<file path="src/rtl/lsc_pkg.sv">
`default_nettype none
// ----------------------------------------------------------------------------
// lsc_pkg
// Shared types and constants of the LRU slot cache with budgets.
// ----------------------------------------------------------------------------
package lsc_pkg;

  localparam int SLOT_COUNT = 5;
  localparam int SLOT_W     = (SLOT_COUNT > 1) ? $clog2(SLOT_COUNT) : 1;

  localparam int IN_DATA_W  = 32;
  localparam int OUT_DATA_W = 56;
  localparam int CFG_ADDR_W = 4;

  // result status codes
  localparam logic [2:0] STS_INVALID   = 3'd0;
  localparam logic [2:0] STS_NOT_INIT  = 3'd1;
  localparam logic [2:0] STS_FAILED    = 3'd2;
  localparam logic [2:0] STS_HIT       = 3'd3;
  localparam logic [2:0] STS_LOADED    = 3'd4;
  localparam logic [2:0] STS_LOAD_FAIL = 3'd5;

  typedef enum logic [1:0] {
    REG_ENABLED    = 2'd0,
    REG_MAX_LOADED = 2'd1,
    REG_MAX_BYTES  = 2'd2
  } reg_idx_t;

  typedef enum logic [2:0] {
    ST_IDLE,
    ST_LOOKUP,
    ST_TRIM,
    ST_SCAN,
    ST_EVICT,
    ST_FINISH
  } state_t;

  typedef struct packed {
    logic        ready;
    logic        failed;
    logic [31:0] last_use;
    logic [23:0] index_size;
    logic        fast;
  } entry_t;

  typedef struct packed {
    logic              rd_en;
    logic [SLOT_W-1:0] rd_addr;
    logic              wr_en;
    logic [SLOT_W-1:0] wr_addr;
    logic              clr_en;
    logic [SLOT_W-1:0] clr_addr;
  } mem_req_t;

  typedef struct packed {
    logic        enabled;
    logic [4:0]  max_loaded;
    logic [23:0] max_index_bytes;
  } cfg_t;

endpackage
`default_nettype wire

</file>
<file path="src/rtl/lsc_cfg_regs.sv">
`default_nettype none
// ----------------------------------------------------------------------------
// lsc_cfg_regs
// APB register file: enable, loaded-slot limit and fast-memory byte budget.
// ----------------------------------------------------------------------------
module lsc_cfg_regs (
  input  wire logic                          clk,
  input  wire logic                          rst_n,
  input  wire logic                          cfg_psel,
  input  wire logic                          cfg_penable,
  input  wire logic                          cfg_pwrite,
  input  wire logic [lsc_pkg::CFG_ADDR_W-1:0] cfg_paddr,
  input  wire logic [31:0]                   cfg_pwdata,
  output logic      [31:0]                   cfg_prdata,
  output logic                               cfg_pready,
  output lsc_pkg::cfg_t                      cfg
);
  import lsc_pkg::*;

  cfg_t cfg_r;
  cfg_t cfg_nxt;
  logic wr_en;

  assign cfg_pready = 1'b1;
  assign wr_en      = cfg_psel & cfg_penable & cfg_pwrite & cfg_pready;
  assign cfg        = cfg_r;

  always_comb begin
    cfg_nxt = cfg_r;
    if (wr_en) begin
      case (cfg_paddr[3:2])
        REG_ENABLED:    cfg_nxt.enabled         = cfg_pwdata[0];
        REG_MAX_LOADED: cfg_nxt.max_loaded      = cfg_pwdata[4:0];
        REG_MAX_BYTES:  cfg_nxt.max_index_bytes = cfg_pwdata[23:0];
        default:        cfg_nxt = cfg_r;
      endcase
    end
  end

  always_comb begin
    case (cfg_paddr[3:2])
      REG_ENABLED:    cfg_prdata = {31'd0, cfg_r.enabled};
      REG_MAX_LOADED: cfg_prdata = {27'd0, cfg_r.max_loaded};
      REG_MAX_BYTES:  cfg_prdata = {8'd0, cfg_r.max_index_bytes};
      default:        cfg_prdata = 32'd0;
    endcase
  end

  always_ff @(posedge clk) begin
    if (!rst_n) begin
      cfg_r.enabled         <= 1'b0;
      cfg_r.max_loaded      <= 5'd1;
      cfg_r.max_index_bytes <= 24'd0;
    end else begin
      cfg_r <= cfg_nxt;
    end
  end

endmodule
`default_nettype wire

</file>
<file path="src/rtl/lsc_slot_mem.sv">
`default_nettype none
// ----------------------------------------------------------------------------
// lsc_slot_mem
// Slot record memory, registered read, with per-entry valid bits
// so that an entry not written since reset or since its drop reads as zero.
// ----------------------------------------------------------------------------
module lsc_slot_mem (
  input  wire logic               clk,
  input  wire logic               rst_n,
  input  wire lsc_pkg::mem_req_t  req,
  input  wire lsc_pkg::entry_t    wr_data,
  output lsc_pkg::entry_t         rd_data
);
  import lsc_pkg::*;

  entry_t                mem [SLOT_COUNT];
  logic [SLOT_COUNT-1:0] valid_r;
  logic [SLOT_COUNT-1:0] valid_nxt;
  entry_t                rd_data_r;
  logic                  rd_valid_r;

  always_comb begin
    valid_nxt = valid_r;
    if (req.wr_en) begin
      valid_nxt[req.wr_addr] = 1'b1;
    end
    if (req.clr_en) begin
      valid_nxt[req.clr_addr] = 1'b0;
    end
  end

  always_ff @(posedge clk) begin
    if (!rst_n) begin
      valid_r    <= '0;
      rd_valid_r <= 1'b0;
    end else begin
      valid_r <= valid_nxt;
      if (req.rd_en) begin
        rd_valid_r <= valid_r[req.rd_addr];
      end
    end
  end

  always_ff @(posedge clk) begin
    if (req.wr_en) begin
      mem[req.wr_addr] <= wr_data;
    end
    if (req.rd_en) begin
      rd_data_r <= mem[req.rd_addr];
    end
  end

  assign rd_data = rd_valid_r ? rd_data_r : '0;

endmodule
`default_nettype wire

</file>
<file path="src/rtl/lru_slot_cache_with_budgets_top.sv">
`default_nettype none
// ----------------------------------------------------------------------------
// lru_slot_cache_with_budgets_top
// LRU slot cache: hit/load/fail handling per access, then LRU eviction while
// the loaded-count limit or the fast-memory byte budget is exceeded.
// ----------------------------------------------------------------------------
//  channel | dir | handshake              | payload
//  in_     | in  | in_tvalid/in_tready    | in_tdata: access beat
//  out_    | out | out_tvalid/out_tready  | out_tdata: result beat
//  cfg_    | in  | APB psel/penable       | 32-bit registers at 0x0, 0x4, 0x8
//
//  One access at a time. A rejected or failed access goes from LOOKUP to FINISH;
//  a hit or load also passes TRIM, and each eviction adds a SCAN and an EVICT step:
//  one pass over the slot memory reading one entry per cycle to find the victim.
//  A pass that finds no victim ends the access.
//  Synchronous active-low reset clears the valid bits; no clearing pass.
//  in_tready drops while an access is in flight. A stalled result waits in
//  the output register; the next beat is taken and worked up to the finish
//  state, where it holds until the output register frees.
// ----------------------------------------------------------------------------
module lru_slot_cache_with_budgets_top (
  input  wire logic                           clk,
  input  wire logic                           rst_n,
  // slot_number[3:0], load_ok[4], load_index_bytes[28:5], load_in_fast_memory[29]
  input  wire logic [lsc_pkg::IN_DATA_W-1:0]  in_tdata,
  input  wire logic                           in_tvalid,
  output logic                                in_tready,
  // status[2:0], evicted_mask[18:3], loaded_count[23:19],
  // loaded_fast_bytes[51:24], still_over_budget[52]
  output logic      [lsc_pkg::OUT_DATA_W-1:0] out_tdata,
  output logic                                out_tvalid,
  input  wire logic                           out_tready,
  input  wire logic                           cfg_psel,
  input  wire logic                           cfg_penable,
  input  wire logic                           cfg_pwrite,
  input  wire logic [lsc_pkg::CFG_ADDR_W-1:0] cfg_paddr,
  input  wire logic [31:0]                    cfg_pwdata,
  output logic      [31:0]                    cfg_prdata,
  output logic                                cfg_pready
);
  import lsc_pkg::*;

  localparam logic [SLOT_COUNT-1:0] MASK_ONE  = SLOT_COUNT'(1);
  localparam logic [SLOT_W-1:0]     LAST_IDX  = SLOT_W'(SLOT_COUNT - 1);
  localparam logic [4:0]            SLOT_CNT5 = 5'(SLOT_COUNT);

  cfg_t     cfg;
  mem_req_t req;
  entry_t   wr_data;
  entry_t   rd_data;

  state_t                state_r, state_nxt;
  logic [3:0]            slot_r, slot_nxt;
  logic                  ok_r, ok_nxt;
  logic [23:0]           bytes_r, bytes_nxt;
  logic                  fastin_r, fastin_nxt;
  logic [31:0]           clock_r, clock_nxt;
  logic [4:0]            count_r, count_nxt;
  logic [27:0]           fbytes_r, fbytes_nxt;
  logic [SLOT_COUNT-1:0] mask_r, mask_nxt;
  logic [2:0]            status_r, status_nxt;
  logic                  over_r, over_nxt;
  logic [SLOT_W-1:0]     idx_r, idx_nxt;
  logic                  found_r, found_nxt;
  logic [31:0]           oldest_r, oldest_nxt;
  logic [SLOT_W-1:0]     victim_r, victim_nxt;
  logic [23:0]           vsize_r, vsize_nxt;
  logic                  vfast_r, vfast_nxt;
  logic                  out_valid_r, out_valid_nxt;
  logic [OUT_DATA_W-1:0] out_data_r, out_data_nxt;

  logic              in_slot_ok;
  logic              slot_ok;
  logic [SLOT_W-1:0] slot_idx;
  logic [31:0]       clock_inc;
  logic [31:0]       clock_bump;
  logic [4:0]        limit;
  logic              over_limit;
  logic              cand;
  logic              better;

  lsc_cfg_regs u_cfg (
    .clk         (clk),
    .rst_n       (rst_n),
    .cfg_psel    (cfg_psel),
    .cfg_penable (cfg_penable),
    .cfg_pwrite  (cfg_pwrite),
    .cfg_paddr   (cfg_paddr),
    .cfg_pwdata  (cfg_pwdata),
    .cfg_prdata  (cfg_prdata),
    .cfg_pready  (cfg_pready),
    .cfg         (cfg)
  );

  lsc_slot_mem u_mem (
    .clk     (clk),
    .rst_n   (rst_n),
    .req     (req),
    .wr_data (wr_data),
    .rd_data (rd_data)
  );

  assign in_slot_ok = {1'b0, in_tdata[3:0]} < SLOT_CNT5;
  assign slot_ok    = {1'b0, slot_r} < SLOT_CNT5;
  assign slot_idx   = slot_r[SLOT_W-1:0];

  // use clock never lands on zero after a wrap
  assign clock_inc  = clock_r + 32'd1;
  assign clock_bump = (clock_inc == 32'd0) ? 32'd1 : clock_inc;

  assign limit      = (cfg.max_loaded == 5'd0) ? 5'd1 : cfg.max_loaded;
  assign over_limit = (count_r > limit) || (fbytes_r > {4'd0, cfg.max_index_bytes});

  assign cand   = rd_data.ready && (idx_r != slot_idx);
  assign better = cand && (!found_r || (rd_data.last_use < oldest_r));

  assign in_tready  = (state_r == ST_IDLE);
  assign out_tvalid = out_valid_r;
  assign out_tdata  = out_data_r;

  always_comb begin
    state_nxt     = state_r;
    slot_nxt      = slot_r;
    ok_nxt        = ok_r;
    bytes_nxt     = bytes_r;
    fastin_nxt    = fastin_r;
    clock_nxt     = clock_r;
    count_nxt     = count_r;
    fbytes_nxt    = fbytes_r;
    mask_nxt      = mask_r;
    status_nxt    = status_r;
    over_nxt      = over_r;
    idx_nxt       = idx_r;
    found_nxt     = found_r;
    oldest_nxt    = oldest_r;
    victim_nxt    = victim_r;
    vsize_nxt     = vsize_r;
    vfast_nxt     = vfast_r;
    out_valid_nxt = out_valid_r;
    out_data_nxt  = out_data_r;
    req           = '0;
    wr_data       = rd_data;

    if (out_valid_r && out_tready) begin
      out_valid_nxt = 1'b0;
    end

    case (state_r)
      ST_IDLE: begin
        if (in_tvalid) begin
          slot_nxt    = in_tdata[3:0];
          ok_nxt      = in_tdata[4];
          bytes_nxt   = in_tdata[28:5];
          fastin_nxt  = in_tdata[29];
          mask_nxt    = '0;
          over_nxt    = 1'b0;
          req.rd_en   = in_slot_ok;
          req.rd_addr = in_tdata[SLOT_W-1:0];
          state_nxt   = ST_LOOKUP;
        end
      end
      ST_LOOKUP: begin
        req.wr_addr = slot_idx;
        if (!slot_ok) begin
          status_nxt = STS_INVALID;
          state_nxt  = ST_FINISH;
        end else if (!cfg.enabled) begin
          status_nxt = STS_NOT_INIT;
          state_nxt  = ST_FINISH;
        end else if (rd_data.failed) begin
          status_nxt = STS_FAILED;
          state_nxt  = ST_FINISH;
        end else if (rd_data.ready) begin
          clock_nxt        = clock_bump;
          req.wr_en        = 1'b1;
          wr_data.last_use = clock_bump;
          status_nxt       = STS_HIT;
          state_nxt        = ST_TRIM;
        end else if (ok_r) begin
          clock_nxt  = clock_bump;
          req.wr_en  = 1'b1;
          wr_data    = '{ready: 1'b1, failed: 1'b0, last_use: clock_bump,
                         index_size: bytes_r, fast: fastin_r};
          count_nxt  = count_r + 5'd1;
          fbytes_nxt = fastin_r ? (fbytes_r + 28'(bytes_r)) : fbytes_r;
          status_nxt = STS_LOADED;
          state_nxt  = ST_TRIM;
        end else begin
          req.wr_en  = 1'b1;
          wr_data    = '{ready: 1'b0, failed: 1'b1, last_use: 32'd0,
                         index_size: 24'd0, fast: 1'b0};
          status_nxt = STS_LOAD_FAIL;
          state_nxt  = ST_FINISH;
        end
      end
      ST_TRIM: begin
        if (over_limit) begin
          req.rd_en   = 1'b1;
          req.rd_addr = '0;
          idx_nxt     = '0;
          found_nxt   = 1'b0;
          state_nxt   = ST_SCAN;
        end else begin
          state_nxt = ST_FINISH;
        end
      end
      ST_SCAN: begin
        if (better) begin
          found_nxt  = 1'b1;
          oldest_nxt = rd_data.last_use;
          victim_nxt = idx_r;
          vsize_nxt  = rd_data.index_size;
          vfast_nxt  = rd_data.fast;
        end
        if (idx_r != LAST_IDX) begin
          req.rd_en   = 1'b1;
          req.rd_addr = idx_r + SLOT_W'(1);
          idx_nxt     = idx_r + SLOT_W'(1);
        end else if (found_r || better) begin
          state_nxt = ST_EVICT;
        end else begin
          // limits still exceeded and nothing left to drop
          over_nxt  = 1'b1;
          state_nxt = ST_FINISH;
        end
      end
      ST_EVICT: begin
        req.clr_en   = 1'b1;
        req.clr_addr = victim_r;
        count_nxt    = count_r - 5'd1;
        fbytes_nxt   = vfast_r ? (fbytes_r - 28'(vsize_r)) : fbytes_r;
        mask_nxt     = mask_r | (MASK_ONE << victim_r);
        state_nxt    = ST_TRIM;
      end
      ST_FINISH: begin
        if (!out_valid_r || out_tready) begin
          out_valid_nxt = 1'b1;
          out_data_nxt  = {3'd0, over_r, fbytes_r, count_r, 16'(mask_r), status_r};
          state_nxt     = ST_IDLE;
        end
      end
      default: begin
        state_nxt = ST_IDLE;
      end
    endcase
  end

  always_ff @(posedge clk) begin
    if (!rst_n) begin
      state_r     <= ST_IDLE;
      clock_r     <= 32'd0;
      count_r     <= 5'd0;
      fbytes_r    <= 28'd0;
      out_valid_r <= 1'b0;
      found_r     <= 1'b0;
    end else begin
      state_r     <= state_nxt;
      clock_r     <= clock_nxt;
      count_r     <= count_nxt;
      fbytes_r    <= fbytes_nxt;
      out_valid_r <= out_valid_nxt;
      found_r     <= found_nxt;
    end
  end

  always_ff @(posedge clk) begin
    slot_r     <= slot_nxt;
    ok_r       <= ok_nxt;
    bytes_r    <= bytes_nxt;
    fastin_r   <= fastin_nxt;
    mask_r     <= mask_nxt;
    status_r   <= status_nxt;
    over_r     <= over_nxt;
    idx_r      <= idx_nxt;
    oldest_r   <= oldest_nxt;
    victim_r   <= victim_nxt;
    vsize_r    <= vsize_nxt;
    vfast_r    <= vfast_nxt;
    out_data_r <= out_data_nxt;
  end

`ifndef SYNTH
  a_count_range : assert property (@(posedge clk) disable iff (!rst_n)
    count_r <= SLOT_CNT5)
    else $error("loaded count above slot count");

  a_victim_not_keep : assert property (@(posedge clk) disable iff (!rst_n)
    (state_r == ST_EVICT) |-> (found_r && (victim_r != slot_idx)))
    else $error("eviction without victim or of the accessed slot");

  a_evict_drops_count : assert property (@(posedge clk) disable iff (!rst_n)
    (state_r == ST_EVICT) |=> (count_r == $past(count_r) - 5'd1))
    else $error("eviction did not drop the loaded count");

  a_evict_only_on_use : assert property (@(posedge clk) disable iff (!rst_n)
    (out_valid_nxt && !out_valid_r && ((mask_r != '0) || over_r)) |->
      ((status_r == STS_HIT) || (status_r == STS_LOADED)))
    else $error("eviction reported for a rejected or failed access");
`endif

endmodule
`default_nettype wire
</file>
<file path="config.mk">
export PLATFORM = sky130hd
export DESIGN_NAME = lru_slot_cache_with_budgets_top
export DESIGN_NICKNAME = d
export VERILOG_FILES = /design/src/rtl/lsc_pkg.sv /design/src/rtl/lsc_cfg_regs.sv /design/src/rtl/lsc_slot_mem.sv /design/src/rtl/lru_slot_cache_with_budgets_top.sv
export SDC_FILE = /design/constraint.sdc
export NUM_CORES = 1
export LEC_CHECK = 0
export BUFFER_PORTS_ARGS = -buffer_cell sky130_fd_sc_hd__buf_2
export CORE_MARGIN = 8
export CORE_UTILIZATION = 50
export CTS_CLUSTER_DIAMETER = 100
export DETAILED_ROUTE_END_ITERATION = 8
export GPL_ROUTABILITY_DRIVEN = 0
export HOLD_SLACK_MARGIN = 0.03
export PLACE_DENSITY_LB_ADDON = 0.05
export SETUP_SLACK_MARGIN = 0.4
export SLEW_MARGIN = 20
export SYNTH_ARGS = -nofsm -noshare
export SYNTH_HDL_FRONTEND = slang
export SYNTH_SLANG_ARGS = --single-unit
</file>
<file path="constraint.sdc">
create_clock -name clk -period 9.7 [get_ports clk]
set_clock_uncertainty 0.1 [all_clocks]
set_input_delay 1.455 -clock clk [delete_from_list [all_inputs] [get_ports clk]]
set_output_delay 1.455 -clock clk [all_outputs]
set_load 0.005 [all_outputs]
</file>
Word level (Yosys, flattened, before mapping)
Memories as Yosys holds them, arrays and structs flattened. A register that Yosys moved wholly into a read port is not among the register bits.
Index checks and enable logic that the tools add are counted.

word-level totals
  bits in writable memories = 295
  bits of input ports = 75
  memories kept = 1
  logic and storage cells = 189
  register bits = 250
  output and inout bits = 91

cells by class
  shift operators = 1
  multiplexer cells = 77
  add/subtract/negate cells = 6
  reduce and logical (&&, ||, !) cells = 36
  $lt $le $gt $ge = 10
  eq/ne operators = 23
  bitwise logic cells = 9

memory list
  name       depth  bits a word  read ports  clocked after Yosys merged registers in  wr ports  line                text
  u_mem.mem  5      59           1           1                                        1         lsc_slot_mem.sv:16  entry_t mem [SLOT_COUNT];

operator list
  operator               count
  $mux 59                6
  $mux 28                7
  $mux 32                4
  $pmux 24 s3            1
  $pmux 28 s2            1
  $mux 5                 9
  $mux 3                 11
  $add 32x1->32 const B  1
  $logic_not 32->1       1
  $lt 32x32->1           1
  $add 28x24->28         1
  $gt 28x24->1           1
  $sub 28x24->28         1
  $ne 2x2->1 const B     13
  $mux 25                1
  $mux 4                 5
  $pmux 5 s2             2
  $mux 1                 19
  $pmux 3 s6             1
  $reduce_and 2->1       8
  $lt 3x4->1 const B     3
  $pmux 4 s3             1
  $or 5x5->5             2
  $reduce_bool 2->1      5
  other kinds (36)       57

Longest topological paths before layout
  depth in word-level cells = 13
  depth in mapped cells = 21
  depth with buffers taken out = 20

Modules after synthesis
A second synthesis with hierarchy kept.

unflattened totals
  cell total of the unflattened synthesis = 2268
  area, all modules = 28225.8 sq um

by module, submodules not included
  module                           times used  cells an instance  sequential area each (sq um)  area each (sq um)
  lsc_slot_mem                     1           716                10750.3                       13728.2
  lru_slot_cache_with_budgets_top  1           1382               5725.5                        13002.5
  lsc_cfg_regs                     1           170                600.6                         1495.2

Least setup slack after synthesis
Ideal clock, no wire load.

  path type = reg2reg
  start point = register slot_r[1]
  end point = register u_mem.valid_r[1]
  required time = 9.517 ns
  setup slack = 1.766 ns
  buffers on the path = 0
  setup time = 0.083 ns
  clock period less this slack = 7.934 ns
  stages on the path, launching flop included = 8
  arrival = 7.750 ns
  path through = edfxtp_1 o21ai_0 nor2b_1 nand3_1 a21oi_1 nand2_1 nor4_1 o221a_2

on the way
  cells in the longest elaborated chain, start to end = 9
  elaborated cells on any way between the ends = 12
  classes of those cells = order compare (3); mux (6); bitwise (2); reduce/logical (1)

RTL lines
  element                                                         line                                    text
  start: declaration                                              lru_slot_cache_with_budgets_top.sv:53   logic [3:0] slot_r, slot_nxt;
  start signal: assignment                                        lru_slot_cache_with_budgets_top.sv:267  slot_r <= slot_nxt;
  $mux 4 *                                                        lru_slot_cache_with_budgets_top.sv:148  case (state_r)
  $lt 3x4->1 (implied by the code) or $ge 3x1->1 (tied branches)  lsc_slot_mem.sv:25                      valid_nxt[req.wr_addr] = 1'b1;
  $logic_and 1x1->1 (implied by the code)                         lsc_slot_mem.sv:25
  $mux 1 (implied by the code)                                    lsc_slot_mem.sv:25
  $demux 1 s3                                                     -
  $or 5x5->5 (no line)                                            -
  $mux 5 *                                                        lsc_slot_mem.sv:24                      if (req.wr_en) begin
  $and 5x5->5 (no line)                                           -
  $mux 5 *                                                        lsc_slot_mem.sv:27                      if (req.clr_en) begin
  end signal: assignment                                          lsc_slot_mem.sv:37                      valid_r <= valid_nxt;
  end: declaration                                                lsc_slot_mem.sv:17                      logic [SLOT_COUNT-1:0] valid_r;

Every way passes the cells marked *; elsewhere a longest branch is shown, timed or not.
A chain may end at the register's enable or synchronous reset.

Worst setup path after layout
  start point = register state_r[0]
  end point = register fbytes_r[26]

on the way
  cells in the longest elaborated chain, start to end = 3
  elaborated cells on any way between the ends = 12
  classes of those cells = eq/ne (9); mux (1); reduce/logical (2)

RTL lines
  element                                       line                                    text
  start: declaration                            lru_slot_cache_with_budgets_top.sv:52   state_t state_r, state_nxt;
  start signal: assignment                      lru_slot_cache_with_budgets_top.sv:257  state_r <= state_nxt;
  $eq 3x3->1 or $eq 3x1->1 (tied branches)      lru_slot_cache_with_budgets_top.sv:148
  $ne 2x2->1 (no line) (tied with other cells)  -
  $reduce_and 8->1 (no line)                    -
  end signal: assignment                        lru_slot_cache_with_budgets_top.sv:260  fbytes_r <= fbytes_nxt;
  end: declaration                              lru_slot_cache_with_budgets_top.sv:59   logic [27:0] fbytes_r, fbytes_nxt;

Several ways; a longest one is shown, not always the timed one.

==> metrics.md <==
| Metric | Value |
|---|---|
| Crit path max fanout | `52` |
| Routed via count | `between 15k and 20k` |
| Sw frac | `approximately 30%` |
| Worst rel slew slack | `between 20% and 30%` |
| Number of flops mapped to enable cells by yosys | `about 500` |
| Core area | `between 50000 and 60000 sq um` |
| Mean Syn Cell Area | `between 10 and 15 sq um` |
| Maximum clock frequency | `about 0.2 GHz` |
| Drt via density | `between 5 and 6` |
| Number of diodes | `0` |
| Max-Cap Viols | `0` |
| Yosys warning total | `0` |
| Clock transition at the registers of the reported paths | `approximately 0.060 ns` |
| Psw | `~2.2 mW` |
| Overall power | `7.274 mW` |
| Most frequent cells in the layout | `nand2_1 (555), edfxtp_1 (498), o21ai_0 (176)` |
| Part of the power in the clock network | `34.6%` |
| Arrival @ worst endpoint | `around 5.3 ns` |
| Power Internal | `slightly above 5 mW` |
| Reg2reg start | `state_r[0]$_SDFFE_PN0P_` |
| Critical Path Max Stage Delay | `around 0.58 ns` |
| Die Span X | `252.9 um` |
| Hold path start | `status_r[0]$_SDFFCE_PP0P_` |
| Total global routing overflow | `0` |
| Main flop type after synthesis | `edfxtp_1` |
| Antenna violations before repair | `1` |
| Io pins | `approximately 170` |
| Worst hold margin | `around 0.34 ns` |
| CP max-delay cell | `dfxtp_1` |
| CTS tree | `built` |
| DRC viols | `0` |
| Comb pwr share | `around a fifth` |
| Unrepaired setup endpoints after global routing | `false` |
| Row Count | `87` |
| Seq/Total Area, Yosys | `about three fifths` |
| Post-synth ARST share | `0%` |
| Most frequent CP cell | `a211oi_1` |
| CTS max path bufs | `3` |
| Final #Nets | `roughly 2.8k` |
| Detailed placement HPWL | `approximately 43000 um` |
| Die H | `about 250 um` |
| Setup Buffers After CTS | `0` |
| Final WL | `~67000 um` |
| Final setup violation count | `0` |
| Detail Route Antenna Nets | `0` |
| Synthesized cell area | `~28000 sq um` |
| Flops & latches, synth | `just over 600` |
| Largest net degree at the start of global routing | `slightly below 90` |
| Worst setup startpoint | `state_r[0]$_SDFFE_PN0P_` |
| Starting Density | `between 50 and 60%` |
| Commonest non-fill, non-tap cell in the layout | `nand2_1` |
| Vias in the first global route | `approximately 19k` |
| Total CTS buffers | `roughly 70` |
| Number of H-tree levels | `3` |
| Clk Latency, worst-skew pair | `0.60 ns` |
| Leakage power | `~12 nW` |
| WL per Instance | `between 15 and 20 um` |
| Worst Hold Class | `reg -> reg` |
| Area Growth Syn to Fin | `12.66%` |
| Global-route wire length before repair | `about 110000 um` |
| CP Launch Type | `flip-flop` |
| Fin crit period | `between 4 and 5 ns` |
| Worst slew pin tran | `1.102 ns` |
| Crit path cell chain | `or3b_2 -> buf_4 -> inv_1 -> o21ai_0 -> ha_1 -> fa_1 -> nor2b_1 -> o311ai_0 -> a211oi_1 -> a211oi_1 -> o221ai_1 -> a41oi_1 -> nor4b_1 -> a211o_1` |
| Register share of total power | `between 40 and 50%` |
| Hold Buf Count CTS | `0` |
| Worst VDD drop | `0.0001520 V` |
| Data required, critical path | `between 10 and 15 ns` |
| Period Utilization, post-route | `between 50% and 60%` |
| Pins Over Slew Limit | `0` |
| PD cells | `230.0 nW/um^2` |
| Status | `finished, final reports clean` |
| Port Buf Inserts | `130` |
| Total die area | `approximately 64000 sq um` |
| Setup crit end kind | `flip-flop` |
| Sink Count | `around 600` |
| GR Util All Layers | `20.93%` |
| First-pass detailed-route iteration total | `5` |
| Clk root buf | `clkbuf_16` |
| Netlist cell types | `between 80 and 90` |
| Worst Path Class, Setup | `reg -> reg` |
| Layout cell share with drive strength beyond 1 | `between 10% and 20%` |
| Final hold vios | `0` |
| Gate count of the mapped netlist | `about 2.5k` |
| Initial drt markers | `~1.2k` |
| Post_cts resized | `0` |
| Final setup TNS | `0 ns` |
[layout make-up]
type | instances | area [sq um]
timing repair buffer | 163 | 934.6
inverter | 117 | 439.2
multi-input combinational | 1685 | 10010
sequential | 604 | 17080
tap | 756 | 945.9
clock buffer | 95 | 1956
clock inverter | 30 | 255.2
fill | 4787 | 24330
[cell usage after synthesis, types with 4 or more instances]
master    number  area, sq um
inv_1        116        435.4
nand2b_1      15        93.84
o211a_1        8        80.08
buf_4         23        172.7
o221a_2        4        45.04
o221ai_1       4        35.03
nor4_1         8        50.05
and3_1        19        118.9
nand4_1       22        137.6
a21o_1        31        232.7
a31oi_1        7        43.79
o21a_1        16        120.1
or2_2          5        31.28
mux2i_1       15        150.1
o211ai_1       7        52.55
nor3_1        29        145.1
a21boi_0      39        292.8
a21boi_1      11        82.58
or4_1          5        37.54
o21ai_0      176        880.8
o22ai_1       31        193.9
xor2_1        41        359.1
clkbuf_1     101        379.1
dfxtp_1      106         2122
and4_1         4        35.03
nand4b_1       4        35.03
a211oi_1       6        45.04
o21ai_1       15        75.07
or3_1         20        125.1
buf_2         27        135.1
nand3_1       90        450.4
o31ai_1        5        37.54
nand2_1      555         2083
and2_1        84        525.5
ha_1          94         1176
a22o_1        30        262.8
nor2b_1       19        118.9
nand3b_1       6        45.04
a21oi_1       43        215.2
edfxtp_1     498        14950
nor2_1        73        274.0
xnor2_1       63        551.8
[per-layer routing]
layer  up-vias  global-route usage (%)  wire [um]
li1       9168                       -          -
met5         -                       0          0
met2       423                   36.12      33230
met1      9109                   26.58      28920
met3       108                   3.592       3248
met4         0                   6.887       1904
[kinds of logic after synthesis]
| group | Yosys count | synth area share, % |
|---|---|---|
| xor gates and xnor gates | 104 | 3.245 |
| DFF | 604 | 60.84 |
| adders and majority gates | 96 | 4.333 |
| muxes | 15 | 0.5349 |
| AOI/OAI and AO/OA | 471 | 10.97 |
| and+or+nand+nor | 976 | 15.98 |
| buffers and inverters | 272 | 4.074 |
| other | 2 | 0.02676 |
[power by group through the flow]
stage          combinational [mW]  clock, mW  sequential [mW]
6_report                     1.54       2.52             3.22
5_1_grt                      1.74       2.68             3.24
4_1_cts                      1.54       2.58             3.22
3_5_place_dp                 1.54          0             3.27
3_3_place_gp                 1.50          0             3.27
2_1_floorplan                1.12          0             3.21
[flip-flops by register name, indices dropped and copies added, names as in the netlist, 4 cells and up]
| name | count |
|---|---|
| u_mem.mem | 295 |
| u_cfg.cfg | 30 |
| clock_r | 32 |
| mask_r | 5 |
| vsize_r | 24 |
| slot_r | 4 |
| fbytes_r | 28 |
| bytes_r | 24 |
| u_mem.rd_data_r | 59 |
| oldest_r | 32 |
| u_mem.valid_r | 5 |
| out_tdata | 42 |
| count_r | 5 |
[per-stage QoR]
step	cells	utilization, %	setup slack (ns)	cell area (sq um)
2_1_floorplan	2561	-	1.766	28150
3_3_place_gp	3322	52.46	4.811	29350
3_5_place_dp	3322	52.46	4.767	29350
4_1_cts	3447	56.41	4.738	31560
5_1_grt	3450	56.52	4.302	31620
6_report	3450	56.52	4.762	31620
[critical path, delay by kind of cell, from the launching register on]
kind / cells / cell delay (ns)
DFF: 1 / 0.58
and+or+nand+nor: 3 / 0.36
buffers and inverters: 2 / 0.93
AOI/OAI and AO/OA: 7 / 2.33
adders and majority gates: 2 / 0.46
[final timing paths]
check	depth (start not counted)	slack [ns]	end
hold / removal	0	0.34	out_tdata[0]$_DFFE_PP_
setup reg to reg	14	4.76	fbytes_r[26]$_SDFFE_PN0P_
hold reg to reg	0	0.34	out_tdata[0]$_DFFE_PP_
setup / recovery	14	4.76	fbytes_r[26]$_SDFFE_PN0P_
Power figures use the tool's default switching activity.
